**src/hw/rtl/dlac_pkg.sv**
```systemverilog
package dlac_pkg;

  typedef enum logic [2:0] {
    MODE_LOCKED   = 3'd0,
    MODE_UNLOCKED = 3'd1,
    MODE_OPENED   = 3'd2,
    MODE_CLOSEDW  = 3'd3,
    MODE_WAITCL   = 3'd4,
    MODE_ALARM    = 3'd5
  } mode_t;

  typedef enum logic [2:0] {
    MSG_NONE    = 3'd0,
    MSG_BREACH  = 3'd1,
    MSG_UNLOCK  = 3'd2,
    MSG_OPENED  = 3'd3,
    MSG_CLOSED  = 3'd4,
    MSG_WARNING = 3'd5,
    MSG_CLOSEDR = 3'd6,
    MSG_INPUT   = 3'd7
  } msg_t;

  typedef enum logic [2:0] {
    CFG_FSM_ENABLE   = 3'd0,
    CFG_UNLOCK_TICKS = 3'd1,
    CFG_OPEN_TIMEOUT = 3'd2,
    CFG_ALARM_TICKS  = 3'd3,
    CFG_CLOSED_SHOW  = 3'd4,
    CFG_BLINK_TICKS  = 3'd5
  } cfg_idx_t;

  localparam int unsigned CFG_IDX_W = 3;
  localparam int unsigned CFG_DATA_W = 16;
  localparam int unsigned TICK_W = 16;

  localparam logic [TICK_W-1:0] UNLOCK_TICKS_RST = 16'd500;
  localparam logic [TICK_W-1:0] OPEN_TIMEOUT_RST = 16'd1000;
  localparam logic [TICK_W-1:0] ALARM_TICKS_RST  = 16'd3000;
  localparam logic [TICK_W-1:0] CLOSED_SHOW_RST  = 16'd100;
  localparam logic [TICK_W-1:0] BLINK_TICKS_RST  = 16'd20;

  typedef struct packed {
    logic door_open;
    logic intruder_alarm;
    logic correct_event;
  } dlac_in_t;

  typedef struct packed {
    logic       solenoid_on;
    logic       red_led;
    logic       green_led;
    logic       buzzer_on;
    logic [2:0] door_mode;
    logic       unlocked_or_open;
    logic [2:0] message;
  } dlac_out_t;

  typedef struct packed {
    logic              fsm_enable;
    logic [TICK_W-1:0] unlock_ticks;
    logic [TICK_W-1:0] open_timeout_ticks;
    logic [TICK_W-1:0] alarm_ticks;
    logic [TICK_W-1:0] closed_show_ticks;
    logic [TICK_W-1:0] blink_ticks;
  } dlac_cfg_t;

  typedef struct packed {
    mode_t             mode;
    logic [TICK_W-1:0] countdown;
    logic              expired;
    logic              unlock_shown;
    logic [TICK_W-1:0] blink_count;
    logic              solenoid;
    logic              red;
    logic              green;
    logic              buzzer;
  } dlac_state_t;

endpackage

```
**src/hw/rtl/door_lock_alarm_controller_core.sv**
```systemverilog
// Channel | Ports                              | Moves
// --------+------------------------------------+----------------------------------
// in      | in_valid, in_stall, in_data        | one timer tick (door, alarm, pw ok)
// out     | out_valid, out_stall, out_data     | latches, mode and message after tick
// cfg     | cfg_we, cfg_index, cfg_wdata       | register write, no read-back
//
// One tick per cycle while in_stall is low. The next state and the result are worked out in one
// pass of logic from the state registers and the incoming tick; the result
// is captured in the output register on the transfer.
// A new tick is taken while the output register is empty or being drained,
// so a stall on out backs up into in_stall only when a result is waiting.
// Reset (rst_n low, synchronous) restores state, valid and cfg registers; out_data is not reset.
module door_lock_alarm_controller_core (
  input  logic                            clk,
  input  logic                            rst_n,
  input  logic                            in_valid,
  output logic                            in_stall,
  input  dlac_pkg::dlac_in_t              in_data,
  output logic                            out_valid,
  input  logic                            out_stall,
  output dlac_pkg::dlac_out_t             out_data,
  input  logic                            cfg_we,
  input  logic [dlac_pkg::CFG_IDX_W-1:0]  cfg_index,
  input  logic [dlac_pkg::CFG_DATA_W-1:0] cfg_wdata
);
  import dlac_pkg::*;

  dlac_cfg_t   cfg;
  dlac_state_t st_r, st_nxt;
  dlac_out_t   res_nxt;
  dlac_out_t   out_data_r;
  logic        out_valid_r;
  logic        in_xfer;

  dlac_cfg u_cfg (
    .clk       (clk),
    .rst_n     (rst_n),
    .cfg_we    (cfg_we),
    .cfg_index (cfg_index),
    .cfg_wdata (cfg_wdata),
    .cfg_o     (cfg)
  );

  dlac_step u_step (
    .st_i   (st_r),
    .cfg_i  (cfg),
    .tick_i (in_data),
    .st_o   (st_nxt),
    .res_o  (res_nxt)
  );

  // hold off only when the result register is full and not being taken
  assign in_stall = out_valid_r & out_stall;
  assign in_xfer  = in_valid & ~in_stall;

  // controller state; green starts on as a lamp test
  always_ff @(posedge clk) begin
    if (!rst_n) begin
      st_r.mode         <= MODE_LOCKED;
      st_r.countdown    <= '0;
      st_r.expired      <= 1'b0;
      st_r.unlock_shown <= 1'b0;
      st_r.blink_count  <= '0;
      st_r.solenoid     <= 1'b0;
      st_r.red          <= 1'b1;
      st_r.green        <= 1'b1;
      st_r.buzzer       <= 1'b0;
    end else if (in_xfer) begin
      st_r <= st_nxt;
    end
  end

  always_ff @(posedge clk) begin
    if (!rst_n) begin
      out_valid_r <= 1'b0;
    end else if (in_xfer) begin
      out_valid_r <= 1'b1;
    end else if (!out_stall) begin
      out_valid_r <= 1'b0;
    end
  end

  always_ff @(posedge clk) begin
    if (in_xfer) begin
      out_data_r <= res_nxt;
    end
  end

  assign out_valid = out_valid_r;
  assign out_data  = out_data_r;

endmodule

```
**src/hw/rtl/dlac_cfg.sv**
```systemverilog
module dlac_cfg (
  input  logic                                clk,
  input  logic                                rst_n,
  input  logic                                cfg_we,
  input  logic [dlac_pkg::CFG_IDX_W-1:0]      cfg_index,
  input  logic [dlac_pkg::CFG_DATA_W-1:0]     cfg_wdata,
  output dlac_pkg::dlac_cfg_t                 cfg_o
);
  import dlac_pkg::*;

  dlac_cfg_t cfg_r;

  // indexes six and seven are dropped
  always_ff @(posedge clk) begin
    if (!rst_n) begin
      cfg_r.fsm_enable         <= 1'b1;
      cfg_r.unlock_ticks       <= UNLOCK_TICKS_RST;
      cfg_r.open_timeout_ticks <= OPEN_TIMEOUT_RST;
      cfg_r.alarm_ticks        <= ALARM_TICKS_RST;
      cfg_r.closed_show_ticks  <= CLOSED_SHOW_RST;
      cfg_r.blink_ticks        <= BLINK_TICKS_RST;
    end else if (cfg_we) begin
      unique case (cfg_index)
        CFG_FSM_ENABLE:   cfg_r.fsm_enable         <= cfg_wdata[0];
        CFG_UNLOCK_TICKS: cfg_r.unlock_ticks       <= cfg_wdata;
        CFG_OPEN_TIMEOUT: cfg_r.open_timeout_ticks <= cfg_wdata;
        CFG_ALARM_TICKS:  cfg_r.alarm_ticks        <= cfg_wdata;
        CFG_CLOSED_SHOW:  cfg_r.closed_show_ticks  <= cfg_wdata;
        CFG_BLINK_TICKS:  cfg_r.blink_ticks        <= cfg_wdata;
        default: ;
      endcase
    end
  end

  assign cfg_o = cfg_r;

endmodule

```
**src/hw/rtl/dlac_step.sv**
```systemverilog
module dlac_step (
  input  dlac_pkg::dlac_state_t st_i,
  input  dlac_pkg::dlac_cfg_t   cfg_i,
  input  dlac_pkg::dlac_in_t    tick_i,
  output dlac_pkg::dlac_state_t st_o,
  output dlac_pkg::dlac_out_t   res_o
);
  import dlac_pkg::*;

  function automatic logic [TICK_W-1:0] load_len(input logic [TICK_W-1:0] n);
    load_len = (n == '0) ? {{(TICK_W-1){1'b0}}, 1'b1} : n;
  endfunction

  logic              door, intr, corr;
  logic [TICK_W-1:0] cd_dec;
  logic              exp_dec;
  logic [TICK_W-1:0] bc_inc;
  msg_t              msg;

  mode_t             mode_nxt;
  logic [TICK_W-1:0] cd_nxt;
  logic              exp_nxt;
  logic              shown_nxt;
  logic [TICK_W-1:0] bc_nxt;
  logic              sol_nxt;
  logic              red_nxt;
  logic              grn_nxt;
  logic              buz_nxt;

  assign door = tick_i.door_open;
  assign intr = tick_i.intruder_alarm;
  assign corr = tick_i.correct_event;

  // free-running part of a tick: countdown and blink counter
  assign cd_dec  = (st_i.countdown != '0) ? st_i.countdown - 1'b1 : st_i.countdown;
  assign exp_dec = st_i.expired | (st_i.countdown == {{(TICK_W-1){1'b0}}, 1'b1});
  assign bc_inc  = (st_i.blink_count != '1) ? st_i.blink_count + 1'b1 : st_i.blink_count;

  // next mode, timer and counters
  always_comb begin
    mode_nxt  = st_i.mode;
    cd_nxt    = st_i.countdown;
    exp_nxt   = st_i.expired;
    shown_nxt = st_i.unlock_shown;
    bc_nxt    = st_i.blink_count;
    if (cfg_i.fsm_enable) begin
      cd_nxt  = cd_dec;
      exp_nxt = exp_dec;
      bc_nxt  = bc_inc;
      unique case (st_i.mode)
        MODE_LOCKED: begin
          if (door || intr) begin
            mode_nxt = MODE_ALARM;
            cd_nxt   = load_len(cfg_i.alarm_ticks);
            exp_nxt  = 1'b0;
          end else if (corr) begin
            mode_nxt = MODE_UNLOCKED;
            cd_nxt   = load_len(cfg_i.unlock_ticks);
            exp_nxt  = 1'b0;
          end
        end
        MODE_UNLOCKED: begin
          shown_nxt = 1'b1;
          if (door) begin
            shown_nxt = 1'b0;
            mode_nxt  = MODE_OPENED;
          end else if (exp_dec) begin
            shown_nxt = 1'b0;
            exp_nxt   = 1'b0;
            mode_nxt  = MODE_LOCKED;
          end
        end
        MODE_OPENED: begin
          if (!door) begin
            mode_nxt = MODE_CLOSEDW;
            cd_nxt   = load_len(cfg_i.closed_show_ticks);
            exp_nxt  = 1'b0;
          end
        end
        MODE_CLOSEDW: begin
          if (exp_dec) begin
            exp_nxt  = 1'b0;
            mode_nxt = MODE_LOCKED;
          end
        end
        MODE_WAITCL: begin
          if (!door) begin
            mode_nxt = MODE_CLOSEDW;
            cd_nxt   = load_len(cfg_i.closed_show_ticks);
            exp_nxt  = 1'b0;
          end else if (exp_dec) begin
            mode_nxt = MODE_ALARM;
            cd_nxt   = load_len(cfg_i.alarm_ticks);
            exp_nxt  = 1'b0;
          end
        end
        MODE_ALARM: begin
          if (bc_inc > cfg_i.blink_ticks) bc_nxt = '0;
          if (exp_dec) begin
            exp_nxt = 1'b0;
            if (door) begin
              mode_nxt = MODE_WAITCL;
              cd_nxt   = load_len(cfg_i.open_timeout_ticks);
            end else begin
              mode_nxt = MODE_LOCKED;
            end
          end else if (!door && !intr) begin
            exp_nxt  = 1'b0;
            mode_nxt = MODE_LOCKED;
          end
        end
        default: mode_nxt = MODE_LOCKED;
      endcase
    end
  end

  // output latches and message
  always_comb begin
    sol_nxt = st_i.solenoid;
    red_nxt = st_i.red;
    grn_nxt = st_i.green;
    buz_nxt = st_i.buzzer;
    msg     = MSG_NONE;
    if (cfg_i.fsm_enable) begin
      unique case (st_i.mode)
        MODE_LOCKED: begin
          sol_nxt = 1'b0;
          red_nxt = 1'b1;
          grn_nxt = 1'b0;
          if (door) begin
            buz_nxt = 1'b1;
            msg     = MSG_BREACH;
          end else if (intr) begin
            buz_nxt = 1'b1;
          end else if (corr) begin
            sol_nxt = 1'b1;
            red_nxt = 1'b0;
            grn_nxt = 1'b1;
          end
        end
        MODE_UNLOCKED: begin
          if (!st_i.unlock_shown) msg = MSG_UNLOCK;
          if (door)         msg = MSG_OPENED;
          else if (exp_dec) msg = MSG_INPUT;
        end
        MODE_OPENED: begin
          if (!door) msg = MSG_CLOSED;
        end
        MODE_CLOSEDW: begin
          if (exp_dec) msg = MSG_INPUT;
        end
        MODE_WAITCL: begin
          sol_nxt = 1'b0;
          red_nxt = 1'b1;
          grn_nxt = 1'b0;
          if (!door) begin
            msg = MSG_CLOSED;
          end else if (exp_dec) begin
            buz_nxt = 1'b1;
            msg     = MSG_WARNING;
          end
        end
        MODE_ALARM: begin
          if (bc_inc > cfg_i.blink_ticks) red_nxt = ~st_i.red;
          if (exp_dec) begin
            buz_nxt = 1'b0;
            msg     = door ? MSG_CLOSEDR : MSG_INPUT;
          end else if (!door && !intr) begin
            buz_nxt = 1'b0;
            msg     = MSG_INPUT;
          end
        end
        default: msg = MSG_NONE;
      endcase
    end
  end

  assign st_o = '{mode:         mode_nxt,
                  countdown:    cd_nxt,
                  expired:      exp_nxt,
                  unlock_shown: shown_nxt,
                  blink_count:  bc_nxt,
                  solenoid:     sol_nxt,
                  red:          red_nxt,
                  green:        grn_nxt,
                  buzzer:       buz_nxt};

  assign res_o = '{solenoid_on:      sol_nxt,
                   red_led:          red_nxt,
                   green_led:        grn_nxt,
                   buzzer_on:        buz_nxt,
                   door_mode:        mode_nxt,
                   unlocked_or_open: (mode_nxt == MODE_UNLOCKED) ||
                                     (mode_nxt == MODE_OPENED) ||
                                     (mode_nxt == MODE_CLOSEDW),
                   message:          msg};

endmodule
```
**config.mk**
```make
export PLATFORM = sky130hd
export DESIGN_NAME = door_lock_alarm_controller_core
export DESIGN_NICKNAME = d
export VERILOG_FILES = /design/src/hw/rtl/dlac_pkg.sv /design/src/hw/rtl/door_lock_alarm_controller_core.sv /design/src/hw/rtl/dlac_cfg.sv /design/src/hw/rtl/dlac_step.sv
export SDC_FILE = /design/constraint.sdc
export NUM_CORES = 1
export LEC_CHECK = 0
export BUFFER_PORTS_ARGS = -buffer_cell sky130_fd_sc_hd__buf_2
export CORE_MARGIN = 3
export CORE_UTILIZATION = 40
export DETAILED_ROUTE_END_ITERATION = 6
export PLACE_DENSITY = 0.61
export SETUP_SLACK_MARGIN = 0.15
export SLEW_MARGIN = 30
export SYNTH_ARGS = -nofsm -noshare
export SYNTH_HDL_FRONTEND = slang
export SYNTH_SLANG_ARGS = --single-unit
```
**constraint.sdc**
```tcl
create_clock -name clk -period 4.8 [get_ports clk]
set_input_delay 0.48 -clock clk [delete_from_list [all_inputs] [get_ports clk]]
set_output_delay 0.48 -clock clk [all_outputs]
set_load 0.1 [all_outputs]
```
==> impl_metrics.tcl, run 1 <==
set metrics [dict create \
    nets 1093 \
    grt_pass1_vias 7228 \
    yosys_register_bits 134 \
    cts_buffers 17 \
    clk_pin_slew_ps 60 \
    final_core_util_pct 46.41 \
    path_cells "ha_1 -> inv_1 -> nor3_1 -> a31oi_1 -> nand3_1 -> and2_1 -> or2_2 -> ha_1 -> a21oi_1 -> o21ai_0 -> a221oi_1 -> nand4b_1 -> nand3_1 -> a2bb2oi_1 -> o21ai_0" \
    drive_gt1_share_pct 10.85 \
    crit_type "reg -> reg" \
    routedWlPerCell_um 19.80 \
    crit_slowest_cell "a31oi_1" \
    startpoint_type "register" \
    synth-simple-area-share_pct 28.28 \
    ys_async_sr_fraction_pct 0 \
    layout_commonest_cell "nand2_1" \
    hold_viol 0 \
    postCtsSetupRepairBufs 0 \
    maxSlewHeadroom_pct 33.67 \
    die-height_um 145.6 \
    synthAdderAreaFrac_pct 3.052 \
    start_util_pct 41.23 \
    timing.setup.tns_ps 0 \
    fin_crit_sh_pct 81.26 \
    wirelength_um 26130 \
    holdPathEnd "out_valid" \
    cp.buffers_inverters 1 \
    hpwl_um 18510 \
    synthCells 1045 \
    yosysSeqAreaShare_pct 35.85 \
    finalNonFillerCells 1320 \
    critPathMaxFanout 8 \
    hold_path_depth 2 \
    fillers 1991 \
    clock_path_buffers 2 \
    worstPathArrival_ps 4070 \
    synth_top_area_share_pct 31.61 \
    first_pass_iters 5 \
    postCtsHoldBufs 0 \
    synth_top_family_by_area "simple AND/OR/NAND/NOR gates" \
    p_leak_nw 3.284 \
    core-area_sq_mm 0.01889 \
    grt_pass1_wl_um 40630 \
    synth.avg_cell_area_sq_um 7.455 \
    fin_crit_ps 3901 \
    rr_worst_depth 15 \
    synth_area_sq_mm 0.007790 \
    register_area_sq_mm 0.002793 \
    rsz0062_at_grt "false" \
    reg2reg_slack_ps 900 \
    dp_cells 1288 \
    multi_input_area_sq_mm 0.004627 \
    p_per_area_mw_per_mm2 394.6 \
    htree_num_levels 4 \
    final_cell_area_sq_mm 0.008768 \
    endpoint_kind "register" \
    grt_overflow 0 \
    clk-insertion-delay-late_ps 430 \
    crit_family "compound AO/OA/AOI/OAI gates" \
    placed_area_sq_mm 0.008150 \
    grt.total_usage_pct 24.01 \
    num_vias 7916 \
    synth_xor_area_share_pct 2.024 \
    antenna_cells 0 \
    cts_root_buffer "clkbuf_16" \
    maxCapViolCount 0 \
    crit_start "st_r[4]" \
    cts_resized 0 \
    skew_ps 7.831 \
    worst-slew-pin-transition_ps 994.9 \
    num_rows 50 \
    final_cell_mix "nand2_1, dfxtp_1, a21oi_1, nor2_1, nand3_1" \
    synth_nets 1091 \
    antenna_found_initial 0 \
    grt_max_degree 60 \
    vias_per_cell 5.997 \
    port-buffer-count 39 \
    yosysWarningCount 0 \
    ys.flop_type "dfxtp_1" \
    yosysTopAreaCell "dfxtp_1" \
    cts_tree "built" \
    critPathMaxStageDelay_ps 500 \
    synth_compound_area_share_pct 24.57 \
    finalSetupViolCount 0 \
    ant_nets 0 \
    muxShareOfSynthArea_pct 1.189 \
    hold_class "in -> reg" \
    required_ps 4970 \
    drt_iter0_drc 767 \
    cts.sinks 134 \
    yosys.cell_types.count 81 \
    die_area_sq_mm 0.02118 \
    drcViolationCount 0 \
    status "finished clean" \
    io_pins 40 \
    gp_congestion 0.9453 \
    rr_endpoint "out_data[9]" \
    synth_edf_count 11 \
    timing.hold.ws_ps 272.6 \
    timing.rr.start "st_r[4]" \
    fmaxAchievable_mhz 256.4 \
    drv_slew 0 \
    area_growth_pct 12.56 \
    ys_top_cells_by_area "dfxtp_1, nand2_1, a21oi_1" \
    min-delay-start "in_valid" \
    peakVddDrop_uv 240.1 \
    die_w_um 145.6 \
]
==> synthesized netlist by cell type, types with 7 or more instances <==
library cell  count
a31oi_1          16
o221ai_1         10
nor3_1           20
clkbuf_1         59
inv_1            30
nor4_1           15
nor2_1           72
o21ai_1          11
a32o_1           10
dfxtp_1         123
xnor2_1           9
a21oi_1         122
nand4_1          10
edfxtp_1         11
ha_1             19
nand3_1          51
nand2_1         235
and3_1           11
o211ai_1         13
o21a_1            7
o21ai_0          39
mux2i_1           7
xor2_1            9
a221oi_1          9
==> registers in the layout, indices dropped and copies added (netlist names) <==
register	cells
out_data	11
out_valid	1
st_r	41
u_cfg.cfg_o	81
==> power by group <==
| group | internal, W | total [W] | switching [W] |
|---|---|---|---|
| Sequential | 0.00119 | 0.00128 | 0.0000908 |
| Clock | 0.000816 | 0.00134 | 0.000527 |
| Combinational | 0.000254 | 0.000833 | 0.000579 |
| Total | 0.00226 | 0.00346 | 0.00120 |
==> per-stage QoR <==
step,setup slack (ps),total power (W)
floorplan,1353,0.001890
CTS,897.7,0.003445
global route,537.7,0.003587
global placement,1037,0.002109
detailed placement,920.5,0.002110
finish,899.3,0.003460
==> final cells by class <==
class	count	area share [%]
Clock buffer	20	5.337
Clock inverter	12	1.584
Inverter	31	1.327
Multi-Input combinational cell	810	52.77
Sequential cell	134	31.85
Tap cell	260	3.710
Timing Repair Buffer	53	3.425
==> per-layer routing <==
metal	global-route usage, %	wire [um]	part of all wire, %	vias up
li1	-	-	-	3770
met1	34.29	11810	45	3753
met2	35.08	11310	43	350
met3	5.357	2081	8.0	43
met4	9.829	922	3.5	0
met5	0	0	0	-
==> worst max path at each step <==
stage	to	cells after the start
after detailed placement	out_data[9]	15
after CTS	st_r[4]	16
final	out_data[9]	15
after global placement	st_r[4]	16
after floorplan	st_r[5]	16
after global routing	st_r[4]	15
==> cells by family after synthesis <==
logic type      Yosys count
xor+xnor                 18
buf+inv                 101
mux                       9
fa+ha+maj                19
simple gates            468
compound gates          296
flops                   134
(Power assumes the default switching activity.)
==> inputs of run 2 (changes only) <==
ABC_AREA = 1   (was not set)
clock period = 3.9 ns   (was 4.8 ns; I/O delays follow)
==> run 2 against run 1 <==
Net effect:
- count of clock-buffer cells in the layout fell by 1
- register-to-register slack worse by 30 ps
- clock power up 26%
- via count rose by 4.1%
==> impl_metrics.tcl, run 2 <==
set metrics [dict create \
    status "finished clean" \
    drt_iter0_drc 888 \
    clk_pin_slew_ps 60 \
    grt_pass1_vias 7254 \
    port-buffer-count 39 \
    io_pins 40 \
    vias_per_cell 5.215 \
    drcViolationCount 0 \
    maxCapViolCount 0 \
    skew_ps 6.202 \
    die_w_um 150.0 \
    endpoint_kind "register" \
    area_growth_pct 11.50 \
    die-height_um 150.0 \
    ant_nets 0 \
    cts_root_buffer "clkbuf_16" \
    clock_path_buffers 2 \
    final_cell_area_sq_mm 0.009245 \
    synth_edf_count 11 \
    first_pass_iters 6 \
    yosys.cell_types.count 48 \
    cp_common_cell "nand2_1" \
    clk-insertion-delay-late_ps 430 \
    timing.setup.tns_ps 0 \
    cts.sinks 134 \
    p_per_area_mw_per_mm2 487.2 \
    fillers 2138 \
    yosysTopAreaCell "dfxtp_1" \
    worstPathArrival_ps 3310 \
    startpoint_type "register" \
    crit_start "st_r[4]" \
    synth_most_common_cell "nand2_1" \
    synth_area_sq_mm 0.008292 \
    hold_class "in -> reg" \
    start_util_pct 40.85 \
    path_cells "nand3_1 -> nor3_2 -> nand2_1 -> nor2_1 -> nand2_1 -> o21ai_0 -> nand3_1 -> ha_1 -> nand4_1 -> nor2_1 -> nand2_1 -> nand2_1 -> nand3_2 -> nand3_1 -> a21oi_1" \
    core-area_sq_mm 0.02030 \
    cts_tree "built" \
    fin_crit_sh_pct 77.64 \
    hpwl_um 18120 \
    fin_crit_ps 3028 \
    cts_buffers 17 \
    peakVddDrop_uv 351.7 \
    ys_async_sr_fraction_pct 0 \
    grt_max_degree 84 \
    critPathMaxFanout 16 \
    fmaxAchievable_mhz 330.3 \
    nets 1345 \
    grt.total_usage_pct 22.41 \
    rr_endpoint "st_r[7]" \
    die_area_sq_mm 0.02249 \
    endpoint "st_r[7]" \
    yosys-top-cells-count "nand2_1, nor2_1, inv_1" \
    critPathMaxStageDelay_ps 400 \
    drv_slew 0 \
    largest_register_ffs 81 \
    synthCells 1284 \
    gp_congestion 0.9305 \
    synth.avg_cell_area_sq_um 6.458 \
    reg2reg_slack_ps 870 \
    num_vias 8240 \
    timing.rr.start "st_r[4]" \
    yosysWarningCount 0 \
    finalSetupViolCount 0 \
    hold_viol 0 \
    postCtsSetupRepairBufs 0 \
    layout_commonest_cell "nand2_1" \
    crit_type "reg -> reg" \
    synth_top_area_share_pct 29.70 \
    drive_gt1_share_pct 10.53 \
    yosysSeqAreaShare_pct 33.68 \
    wirelength_um 24840 \
    grt_overflow 0 \
    power_w 0.004504 \
    htree_num_levels 4 \
    maxSlewHeadroom_pct 43.31 \
    placed_area_sq_mm 0.008627 \
    final_core_util_pct 45.54 \
    ys.flop_type "dfxtp_1" \
    antenna_found_initial 0 \
    ys_top_cells_by_area "dfxtp_1, nand2_1, a21oi_1" \
    crit_slowest_cell "dfxtp_1" \
    required_ps 4180 \
    p_leak_nw 4.126 \
    yosys_register_bits 134 \
    rr_worst_depth 15 \
    synth_nets 1330 \
    num_rows 52 \
    worst-slew-pin-transition_ps 849.5 \
    rsz0062_at_grt "false" \
    routedWlPerCell_um 15.72 \
    final_cell_mix "nand2_1, nor2_1, inv_1, a21oi_1, dfxtp_1" \
    grt_pass1_wl_um 39940 \
    antenna_cells 0 \
]
[run 2: changes by cell type in the layout (fill, tap and decap cells not counted), sizes merged, moves of 13 or more]
cell / change
inv: +107
nand3: +63
nor2: +88
nand2: +101
o21ai: +51
a31oi: -13
nor4: -14
[run 2: cells by family (layout without fill, tap and decap cells)]
family	count (synthesis)	count (layout)	synth area share [%]
flip-flops	134	134	33.68
AND/OR/NAND/NOR	652	652	34.66
adder cells (fa/ha/maj)	19	19	2.867
buffers and inverters	197	223	9.884
AO/OA/AOI/OAI	273	273	17.96
XOR/XNOR	9	9	0.9507
[run 2: timing repair]
action,4_1_cts,5_1_grt
endpoints found under the hold margin,0,0
setup endpoints to repair,0,2
hold buffers,0,0
resized for setup,0,1
[run 2: final cells by class]
class / count / area [sq um] / area share [%]
Multi-Input combinational cell: 953 / 4684 / 50.67
Inverter: 143 / 539.3 / 5.833
Sequential cell: 134 / 2793 / 30.21
Clock buffer: 19 / 464.2 / 5.021
Clock inverter: 11 / 148.9 / 1.611
Tap cell: 270 / 337.8 / 3.654
Timing Repair Buffer: 50 / 277.8 / 3.004
[run 2: per-layer routing]
| metal | vias to the layer above | track usage [%] | routed length (um) |
|---|---|---|---|
| li1 | 4233 | - | - |
| met2 | 282 | 32.96 | 10580 |
| met3 | 37 | 3.240 | 1567 |
| met5 | - | 0 | 0 |
| met4 | 0 | 7.274 | 518 |
| met1 | 3688 | 33.51 | 12170 |
[run 2: how the worst min path moves through the flow]
stage                      start               to  slack (ps)  depth (start not counted)
CTS                    out_stall        out_valid         250                          3
floorplan                st_r[1]          st_r[1]         430                          2
global placement         st_r[1]          st_r[1]         450                          2
finish                 out_stall        out_valid         260                          3
global route        cfg_wdata[2]  u_cfg.cfg_o[18]         270                          3
detailed placement       st_r[1]          st_r[1]         450                          2
[run 2: report_power, final]
part | switching (W) | total [W] | internal (W)
logic | 0.000921 | 0.00127 | 0.000351
registers | 0.0000678 | 0.00154 | 0.00148
clock network | 0.000635 | 0.00169 | 0.00105
[run 2: metrics by stage]
step           hold WS (ps)  std cells  setup WS, ps
5_1_grt               272.4       1580         411.3
2_1_floorplan         433.9       1284          1279
4_1_cts               254.7       1580         605.0
6_report              260.5       1580         872.0
3_5_place_dp          455.0       1550         634.4
3_3_place_gp          449.7       1550         780.2
[run 2: worst max-delay path: cells and delay by family, from the launching register on]
| family | cells | cell delay [ps] |
|---|---|---|
| simple gates | 12 | 1900 |
| flops | 1 | 400 |
| fa+ha+maj | 1 | 330 |
| compound gates | 2 | 250 |
==> inputs of run 3 (changes only) <==
clock period = 3.1 ns   (was 3.9 ns; I/O delays follow)
==> run 3 against run 2 <==
Net effect:
- the flow now finishes with violations (design-rule violations)
- design area grew 2.4%
- maximum frequency grew 7.4%
- final cell count grew 0.82%
- clock power grew 21%
- global-route usage grew 0.072 points
- sequential share of layout area shrank 0.56 points
- utilization grew 1.1 points
- first-iteration DRC count shrank 2.9%
- combinational power grew 27%
- sequential power grew 27%
- largest cell class unchanged
==> impl_metrics.tcl, run 3 (same netlist as run 2, synthesis figures left out) <==
set metrics [dict create \
    area_growth_pct 14.15 \
    cts.sinks 134 \
    die-height_um 150.0 \
    core-area_sq_mm 0.02030 \
    nets 1356 \
    postCtsHoldBufs 0 \
    met2_usage_pct 33.90 \
    num_vias 8427 \
    placed_area_sq_mm 0.008650 \
    maxCapViolCount 0 \
    violations "design-rule violations" \
    status "finished, violations left" \
    hpwl_um 18610 \
    htree_num_levels 4 \
    vias_per_cell 5.290 \
    routedWlPerCell_um 16.04 \
    hold_class "in -> reg" \
    rr_worst_depth 18 \
    grt_max_degree 84 \
    grt_overflow 0 \
    clk_pin_slew_ps 60 \
    path_cells "inv_6 -> nor3_4 -> nand2_2 -> nor2_4 -> nand4_4 -> nand2_2 -> xnor2_2 -> ha_1 -> nand2_1 -> inv_2 -> nand3_1 -> a31oi_1 -> nor2_1 -> nand2_1 -> nand3_2 -> buf_6 -> nand3_1 -> a21oi_1" \
    cts_root_buffer "clkbuf_16" \
    timing.setup.tns_ps 0 \
    fmaxAchievable_mhz 354.8 \
    die_w_um 150.0 \
    antenna_cells 0 \
    grt.total_usage_pct 22.48 \
    cts_buffers 17 \
    grt_pass1_vias 7283 \
    hold_viol 0 \
    required_ps 3370 \
    rsz0062_at_grt "true" \
    endpoint_kind "register" \
    num_rows 52 \
    layout_commonest_cell "nand2_1" \
    grt.met1_usage_pct 33.86 \
    port-buffer-count 39 \
    skew_ps 5.933 \
    power_w 0.005590 \
    clk-insertion-delay-late_ps 420 \
    clock_path_buffers 2 \
    first_pass_iters 7 \
    p_leak_nw 4.250 \
    hold_path_depth 3 \
    ant_nets 0 \
    critPathMaxFanout 8 \
    die_area_sq_mm 0.02249 \
    fin_crit_ps 2819 \
    antenna_found_initial 0 \
    crit_slowest_cell "dfxtp_4" \
    crit_type "reg -> reg" \
    gp_congestion 0.8941 \
    io_pins 40 \
    use_met3_pct 3.331 \
    p_per_area_mw_per_mm2 590.6 \
    start_util_pct 40.85 \
    finalSetupViolCount 0 \
    drv_slew 0 \
    wirelength_um 25550 \
    drcViolationCount 2 \
    drive_gt1_share_pct 13.76 \
    startpoint_type "register" \
    critPathMaxStageDelay_ps 390 \
    maxSlewHeadroom_pct 48.68 \
    worstPathArrival_ps 3090 \
    final_cell_mix "nand2_1, nor2_1, inv_1, a21oi_1, dfxtp_1" \
    peakVddDrop_uv 358.0 \
    grt-busiest-layer "met2" \
    drt_iter0_drc 862 \
    largest_register_ffs 81 \
    cts_tree "built" \
    grt_pass1_wl_um 40230 \
    final_cell_area_sq_mm 0.009465 \
    final_core_util_pct 46.63 \
    fin_crit_sh_pct 90.92 \
    worst-slew-pin-transition_ps 769.9 \
]
run 3: cell count changes in the layout (fill, tap and decap cells not counted), sizes merged:
cell / change
clkinvlp: -1
clkbuf: +1
clkinv: +2
buf: +11
inv: +2
bufinv: -2
run 3: area by class of cell:
| class | instances | area, sq um |
|---|---|---|
| fill | 2133 | 10830 |
| multi-input combinational | 953 | 4813 |
| sequential | 134 | 2806 |
| inverter | 143 | 544.3 |
| clock buffer | 20 | 479.2 |
| timing repair buffer | 61 | 367.9 |
| tap | 270 | 337.8 |
| clock inverter | 12 | 116.4 |
run 3: critical path: cells and delay by family (launching register included):
| kind | cells | cell delay, ps |
|---|---|---|
| AND/OR/NAND/NOR | 11 | 1330 |
| flip-flops | 1 | 390 |
| buffers and inverters | 3 | 310 |
| adder cells (fa/ha/maj) | 1 | 310 |
| AO/OA/AOI/OAI | 2 | 230 |
| XOR/XNOR | 1 | 80 |
run 3: routing by layer:
layer  part of all wire, %  wire, um
met2                    44     11180
met5                     0         0
met3                   6.9      1773
met4                   1.1       280
met1                    48     12310
run 3: timing repair:
item | CTS | global route
endpoints found under the setup margin | 0 | 18
buffers inserted | 0 | 7
gates resized for setup | 0 | 47
run 3: final timing paths:
check	endpoint	from	slack (ps)
hold reg to reg	u_cfg.cfg_o[3]	u_cfg.cfg_o[3]	470
setup / recovery	st_r[18]	st_r[6]	280
setup reg to reg	st_r[18]	st_r[6]	280
hold / removal	out_valid	out_stall	200
run 3: power breakdown:
part / switching [W] / internal [W] / total [W]
sequential: 0.0000889 / 0.00186 / 0.00195
combinational: 0.00116 / 0.000446 / 0.00161
clock: 0.000826 / 0.00121 / 0.00204
total: 0.00208 / 0.00351 / 0.00559
run 3: through the flow:
| step | setup WS, ps | cells | hold slack [ps] |
|---|---|---|---|
| 6_report | 281.3 | 1593 | 199.2 |
| 5_1_grt | 100.6 | 1593 | 213.4 |
| 4_1_cts | 166.3 | 1585 | 189.0 |
| 3_5_place_dp | 213.4 | 1553 | 457.9 |
| 3_3_place_gp | 301.6 | 1553 | 455.6 |
| 2_1_floorplan | 478.9 | 1284 | 433.9 |
